`config.mk`:
```
export PLATFORM = sky130hd
export DESIGN_NAME = aps_cell
export DESIGN_NICKNAME = d
export VERILOG_FILES = /design/src/aps_pkg.sv /design/src/aps_cell.sv
export SDC_FILE = /design/constraint.sdc
export NUM_CORES = 1
export LEC_CHECK = 0
export ABC_AREA = 1
export BUFFER_PORTS_ARGS = -buffer_cell sky130_fd_sc_hd__buf_2
export CAP_MARGIN = 10
export CORE_MARGIN = 10
export CORE_UTILIZATION = 40
export DETAILED_ROUTE_END_ITERATION = 16
export HOLD_SLACK_MARGIN = 0.05
export MAX_ROUTING_LAYER = met4
export PLACE_DENSITY = 0.6
export SYNTH_ARGS = -nofsm -noshare
export SYNTH_HDL_FRONTEND = slang
export SYNTH_SLANG_ARGS = --single-unit
export TNS_END_PERCENT = 100
```
`constraint.sdc`:
```
create_clock -name clk -period 2.43 [get_ports clk]
set_input_delay 0.243 -clock clk [delete_from_list [all_inputs] [get_ports clk]]
set_output_delay 0.243 -clock clk [all_outputs]
set_load 0.05 [all_outputs]
```
`src/aps_pkg.sv`:
```
package aps_pkg;

  localparam int ENTRY_IDX_W = 6;
  localparam int BASE_W      = 31;
  localparam int COUNT_W     = 32;
  localparam int CFG_W       = 7;

  localparam logic REQ_LOAD = 1'b0;
  localparam logic REQ_TICK = 1'b1;

  localparam logic [CFG_W-1:0] CFG_RESET = 7'd64;

  typedef struct packed {
    logic                   req_type;
    logic [ENTRY_IDX_W-1:0] entry_index;
    logic [BASE_W-1:0]      base_value;
  } in_item_t;

  typedef struct packed {
    logic                   is_grant;
    logic [ENTRY_IDX_W-1:0] granted_index;
    logic [COUNT_W-1:0]     grant_count;
  } out_item_t;

  // Broadcast controls from the sequencer to every cell.
  typedef struct packed {
    logic load;
    logic update;
  } cell_ctl_t;

  // Flags of the scan token that walks down the chain.
  typedef struct packed {
    logic go;
    logic have;
  } tok_flags_t;

endpackage

```
`src/aps_cell.sv`:
```
module aps_cell #(
  parameter int INDEX      = 0,
  parameter int IDX_W      = 6,
  parameter int CNT_W      = 7,
  parameter int VALUE_BITS = 32
) (
  input  logic                            clk,
  input  logic                            rst_n,
  input  aps_pkg::cell_ctl_t              ctl,
  input  logic [CNT_W-1:0]                n_act,
  input  logic [aps_pkg::ENTRY_IDX_W-1:0] ld_idx,
  input  logic [VALUE_BITS-1:0]           ld_val,
  input  logic [IDX_W-1:0]                upd_idx,
  input  aps_pkg::tok_flags_t             tok_in,
  input  logic [VALUE_BITS-1:0]           tok_in_val,
  input  logic [IDX_W-1:0]                tok_in_idx,
  input  logic [aps_pkg::COUNT_W-1:0]     tok_in_cnt,
  output aps_pkg::tok_flags_t             tok_out,
  output logic [VALUE_BITS-1:0]           tok_out_val,
  output logic [IDX_W-1:0]                tok_out_idx,
  output logic [aps_pkg::COUNT_W-1:0]     tok_out_cnt
);

  logic [VALUE_BITS-1:0]       base_r, base_nxt;
  logic [VALUE_BITS-1:0]       cur_r, cur_nxt;
  logic [aps_pkg::COUNT_W-1:0] cnt_r, cnt_nxt;
  aps_pkg::tok_flags_t         tok_r, tok_nxt;
  logic [VALUE_BITS-1:0]       tval_r, tval_nxt;
  logic [IDX_W-1:0]            tidx_r, tidx_nxt;
  logic [aps_pkg::COUNT_W-1:0] tcnt_r, tcnt_nxt;

  logic                        act;
  logic                        take;
  logic [VALUE_BITS-1:0]       cur_inc;
  logic [aps_pkg::COUNT_W-1:0] cnt_inc;

  assign act     = INDEX < int'(n_act);
  assign cur_inc = (cur_r == '1) ? cur_r : cur_r + VALUE_BITS'(1);
  assign cnt_inc = (cnt_r == '1) ? cnt_r : cnt_r + aps_pkg::COUNT_W'(1);
  // Strictly greater: an earlier entry keeps the token on a tie.
  assign take    = act && (!tok_in.have || (cur_r > tok_in_val));

  always_comb begin
    tok_nxt.go   = tok_in.go;
    tok_nxt.have = tok_in.have;
    tval_nxt     = tok_in_val;
    tidx_nxt     = tok_in_idx;
    tcnt_nxt     = tok_in_cnt;
    if (take) begin
      tok_nxt.have = 1'b1;
      tval_nxt     = cur_r;
      tidx_nxt     = IDX_W'(INDEX);
      tcnt_nxt     = cnt_inc;
    end
  end

  always_comb begin
    base_nxt = base_r;
    cur_nxt  = cur_r;
    cnt_nxt  = cnt_r;
    priority if (ctl.load && (int'(ld_idx) == INDEX)) begin
      base_nxt = ld_val;
      cur_nxt  = ld_val;
    end else if (ctl.update && act) begin
      if (upd_idx == IDX_W'(INDEX)) begin
        cur_nxt = base_r;
        cnt_nxt = cnt_inc;
      end else begin
        cur_nxt = cur_inc;
      end
    end
  end

  always_ff @(posedge clk) begin
    if (!rst_n) begin
      base_r <= '0;
      cur_r  <= '0;
      cnt_r  <= '0;
      tok_r  <= '0;
    end else begin
      base_r <= base_nxt;
      cur_r  <= cur_nxt;
      cnt_r  <= cnt_nxt;
      tok_r  <= tok_nxt;
    end
  end

  always_ff @(posedge clk) begin
    tval_r <= tval_nxt;
    tidx_r <= tidx_nxt;
    tcnt_r <= tcnt_nxt;
  end

  assign tok_out     = tok_r;
  assign tok_out_val = tval_r;
  assign tok_out_idx = tidx_r;
  assign tok_out_cnt = tcnt_r;

endmodule

```
### Yosys cells after proc, flatten, opt, wreduce, memory -nomap -nowiden

Cells that the tools add are included.

* register bits after elaboration: 168
* input port bits: 127
* output and inout bits: 72
* word-level logic and storage cells: 34

* add/sub/neg operators: 2
* magnitude comparators: 2
* equality and inequality tests: 3
* mux-type cells: 8
* bitwise logic cells: 1
* reduce and logical (&&, ||, !) cells: 10

Operators with widths (number)
* 32-bit 2-to-1 mux: 7
* 32-bit by 1-bit adder with 32-bit output, second input constant: 2
* 32-bit equality test, second input constant: 2
* 32-bit > comparator: 1
* 6-bit logical NOT: 2
* 1-bit by 7-bit < comparator with 1-bit output, first input constant: 1
* 1-bit logical AND: 3
* 3-bit by 1-bit inequality test with 1-bit output, second input constant: 1
* 3-bit AND reduction: 1
* 2-bit AND reduction: 1
* 2-bit nonzero test: 1
* 1-bit logical NOT: 1
* 1-bit logical OR: 1
* 1-bit 2-to-1 mux: 1
* 1-bit NOT: 1

### Longest topological paths before layout

* depth after elaboration: 5
* gate-level depth with buffers: 19

### Least setup slack after synthesis

Ideal clock, no wire load.

* path type: register -> register
* start point: register cur_r[21]
* end point: register tcnt_r, in the netlist tok_out_cnt[12]
* library setup time: 0.060 ns
* data arrival time: 1.821 ns
* data required time: 2.370 ns
* setup slack: 0.550 ns
* cell stages (with the launch flop): 14
* buffers on the path: 1
* cells stage by stage: dfxtp_1 ha_1 a21oi_1 nor2_1 nor2_1 nand3_1 a21oi_1 nand2_1 nand2_1 nand2_1 nand2_1 buf_2 nand2_1 nand2_1

* word-level cells in the longest chain between the ends: 4

RTL lines
* from (decl): line aps_cell.sv:25 `logic [VALUE_BITS-1:0] cur_r, cur_nxt;`
* from (signal assigned): line aps_cell.sv:82 `cur_r <= cur_nxt;`
* 32-bit > comparator: line aps_cell.sv:41 `assign take = act && (!tok_in.have || (cur_r > tok_in_val));`
* 1-bit logical OR: line aps_cell.sv:41
* 1-bit logical AND: line aps_cell.sv:41
* 32-bit 2-to-1 mux: line aps_cell.sv:49 `if (take) begin`
* net tcnt_nxt (one bit): line aps_cell.sv:30 `logic [aps_pkg::COUNT_W-1:0] tcnt_r, tcnt_nxt;`
* to (signal assigned): line aps_cell.sv:91 `tcnt_r <= tcnt_nxt;`
* to (decl): line aps_cell.sv:30

The timed path passes the listed nets, and every way through them passes these cells.
A chain may end at the register's enable or synchronous reset.

### Worst setup path in the final report

* start point: input port tok_in_val[23]
* end point: register tidx_r[5] (netlist: tok_out_idx[5])

* word-level cells in the longest chain between the ends: 3

RTL lines
* from (decl): line aps_cell.sv:15 `input logic [VALUE_BITS-1:0] tok_in_val,`
* 32-bit > comparator: line aps_cell.sv:41
* 1-bit logical OR: line aps_cell.sv:41
* 1-bit logical AND: line aps_cell.sv:41
* to (signal assigned): line aps_cell.sv:90 `tidx_r <= tidx_nxt;`
* to (decl): line aps_cell.sv:29 `logic [IDX_W-1:0] tidx_r, tidx_nxt;`

Every way passes these cells.

==> summary.txt <==
Status
  • Outcome: complete, no violations

Finish
  • NumNets Final: 1833
  • Layout cells sized above 1: 20.24%
  • Area growth, synth to finish: 31.31%
  • Final cell count without fillers: 1971

Worst setup path
  • FF-to-FF End: cur_r[26]$_SDFFE_PN0P_
  • Arr. time, crit path: 2.50 ns
  • Endpoint class of the critical path: register
  • R2R Setup Slk: 0.26 ns
  • CP required: 2.72 ns
  • Crit path max fanout: 46
  • WS Path Type: primary input to register
  • CP Launch Type: primary input
  • FF-to-FF path depth: 10
  • Worst R2R Start: cur_r[1]$_SDFFE_PN0P_

Synth
  • Synthesized area: 9184 um^2
  • Mapped Nets: 1544
  • Post-synth top cells: nand2_1, dfxtp_1, nand3_1
  • Synth top area share: 36.62%
  • Syn avg cell area: 6.640 um^2
  • Synth Flop Type: dfxtp_1
  • Post-synthesis async set-or-reset flop share: 0%
  • Synth cell types: 45
  • EDFF count, synth: 0
  • Synthesized instance count: 1383
  • Warnings from Yosys: 0
  • Yosys reg bits: 168
  • Top-count cell post-synth: nand2_1
  • Top post-synthesis cells by area: dfxtp_1, nand2_1, nand3_1
  • Synth area leader: dfxtp_1
  • Seq/Total Area, Yosys: 36.62%

CTS
  • Post-CTS Setup Inserts: 0
  • H-Tree Depth: 4
  • Clock sinks: 168
  • Clock tree from TritonCTS: built
  • CTS max path bufs: 2
  • Clk_lat worst skew: 0.44 ns
  • CTS Buf Count: 17
  • Clk slew on worst S/H paths: 0.06 ns
  • Clock root buffer: clkbuf_16

Placement
  • Placed insts: 1869
  • GPL Wtd Cong: 1.016
  • Buffers on Ports: 198
  • HPWL Detailed: 23.14 mm

Floorplan
  • Die ar.: 29420 um^2
  • Die Y: 171.5 um
  • Starting Density: 40.56%
  • Core Region: 22640 um^2
  • Die width: 171.5 um
  • Count of standard-cell rows: 55
  • I/O pins: 199

Power
  • Total power: 7.105 mW
  • Pleak: 5.899 nW
  • Int Power: 4.916 mW
  • Net Switching: 2.188 mW
  • Pwr Density: 589.2 nW/um^2
  • Comb pwr share: 19.1%
  • Clock Power Share: 38.9%
  • Share of power burned in registers: 41.9%
  • Switching share of power: 30.80%
  • VDD IR-drop max: 0.4383 mV

Global routing
  • First-pass GRT wire length: 49.56 mm
  • Congestion Overflow GR: 0
  • Initial antenna violation count: 1
  • Vias in the first global route: 9801
  • Largest net degree at the start of global routing: 47
  • GRT Util Overall: 21.59%

Routing
  • DRC errors left: 0
  • DR pass1 iterations: 5
  • Vias post-DR: 9777
  • WL/cell: 15.76 um
  • Vias/cell: 4.960
  • ANT nets after route: 0
  • Post-Route WL: 31.06 mm
  • DRT iter0 DRCs: 503

Timing
  • Period utilization: 90.77%
  • Unrepaired setup endpoints after global routing: no
  • Final max-slew violation count: 0
  • Worst Tran Pin Value: 0.5204 ns
  • Max Clock Skew: 0.01368 ns
  • Final Hold Vio Count: 0
  • # setup viols final: 0
  • Setup TNS: 0 ns
  • Worst slew margin: 65.31%
  • Max frequency: 453.4 MHz
  • Final min period: 2.206 ns

Hold path
  • WHS Endpoint: tok_out_idx[0]$_SDFF_PP0_
  • Min-delay src: tok_in_idx[0]
  • Hold/Removal Path Class: primary input to register
  • Hold depth: 2

Run
  • Max_cap viols: 0
## power groups by stage
stage	combinational (mW)	clock (mW)	sequential, mW
final	1.36	2.76	2.98
after global routing	1.49	2.94	3.00
after CTS	1.37	2.83	2.98
after detailed placement	1.28	0	3.04
after global placement	1.27	0	3.04
after floorplan	0.437	0	3.45
## cell type report
class | count | area, um^2
antenna | 1 | 2.502
sequential | 168 | 3363
inverter | 143 | 539.3
multi-input combinational | 1016 | 5019
fill | 2279 | 10580
clock inverter | 14 | 148.9
clock buffer | 18 | 439.2
tap | 285 | 356.6
timing repair buffer | 326 | 2191
## sequential cells by signal, indices dropped and copies added (netlist names)
name and flops:
base_r 32, tok_out_cnt 32, tok_out_val 32, cur_r 32
tok_out 2, tok_out_idx 6, cnt_r 32
## through the flow
| stage | setup slack (ns) | hold slack [ns] | utilization (%) | area [um^2] |
|---|---|---|---|---|
| 4_1_cts | 0.1424 | 0.05178 | 53.19 | 12040 |
| 6_report | 0.2244 | 0.06107 | 53.26 | 12060 |
| 2_1_floorplan | 0.5499 | 0.3406 | - | 9184 |
| 3_3_place_gp | 0.2552 | 0.4276 | 47.54 | 10760 |
| 3_5_place_dp | 0.2547 | 0.4335 | 47.54 | 10760 |
| 5_1_grt | 0.01752 | 0.05681 | 53.26 | 12060 |
## cell usage in the layout (no fill, tap or decap), types with 9 or more instances in the layout
| cell type | n |
|---|---|
| nand4_1 | 15 |
| nand2_1 | 405 |
| inv_2 | 9 |
| nor2_1 | 142 |
| o21ai_1 | 25 |
| a21oi_1 | 70 |
| inv_1 | 133 |
| ha_1 | 34 |
| dfxtp_1 | 168 |
| nand3_1 | 153 |
| dlygate4sd3_1 | 69 |
| nor3_1 | 26 |
| clkbuf_16 | 17 |
| buf_2 | 198 |
| buf_4 | 53 |
| xor2_1 | 10 |
| o21ai_0 | 49 |
## worst max-delay path, stage by stage
cell and delay [ns]:
dlygate4sd3_1 0.52, buf_2 0.11, inv_1 0.03, ha_1 0.28, nand2_1 0.07, nor2_1 0.16, nand4_1 0.15, nor2_2 0.20
nand2_1 0.07, nand2_1 0.05, nand2_1 0.08, nand2_2 0.14, buf_12 0.25, a21boi_0 0.12
## kinds of logic after synthesis
logic type	Yosys count	synth area share, %
DFF	168	36.62
xor gates and xnor gates	15	1.430
AOI/OAI and AO/OA	176	10.90
buffers and inverters	199	8.937
adders and majority gates	34	4.632
and+or+nand+nor	791	37.48
## layer usage
metal / routed length (um) / global-route usage [%]
met5: 0 / -
met4: 716 / 7.146
met3: 1206 / 3.461
met2: 16280 / 39.01
met1: 12860 / 23.63
## repair_timing
action / 4_1_cts / 5_1_grt
endpoints found under the hold margin: 69 / 0
setup endpoints to repair: 0 / 11
hold buffers: 69 / 0
resized for setup: 0 / 4
## how the worst max path moves through the flow
stage / start / depth (start not counted) / slack, ns / to
after floorplan: cur_r[21]$_SDFFE_PN0P_ / 13 / 0.55 / tok_out_cnt[12]$_DFF_P_
after global placement: tok_in_val[23] / 14 / 0.26 / tok_out_val[29]$_DFF_P_
after detailed placement: tok_in_val[23] / 14 / 0.25 / tok_out_val[29]$_DFF_P_
after CTS: tok_in_val[23] / 15 / 0.14 / tok_out_val[29]$_DFF_P_
after global routing: tok_in_val[13] / 16 / 0.02 / tok_out_val[17]$_DFF_P_
final: tok_in_val[23] / 14 / 0.22 / tok_out_idx[5]$_SDFF_PP0_
Note: power is estimated with default switching activity, not from simulation.
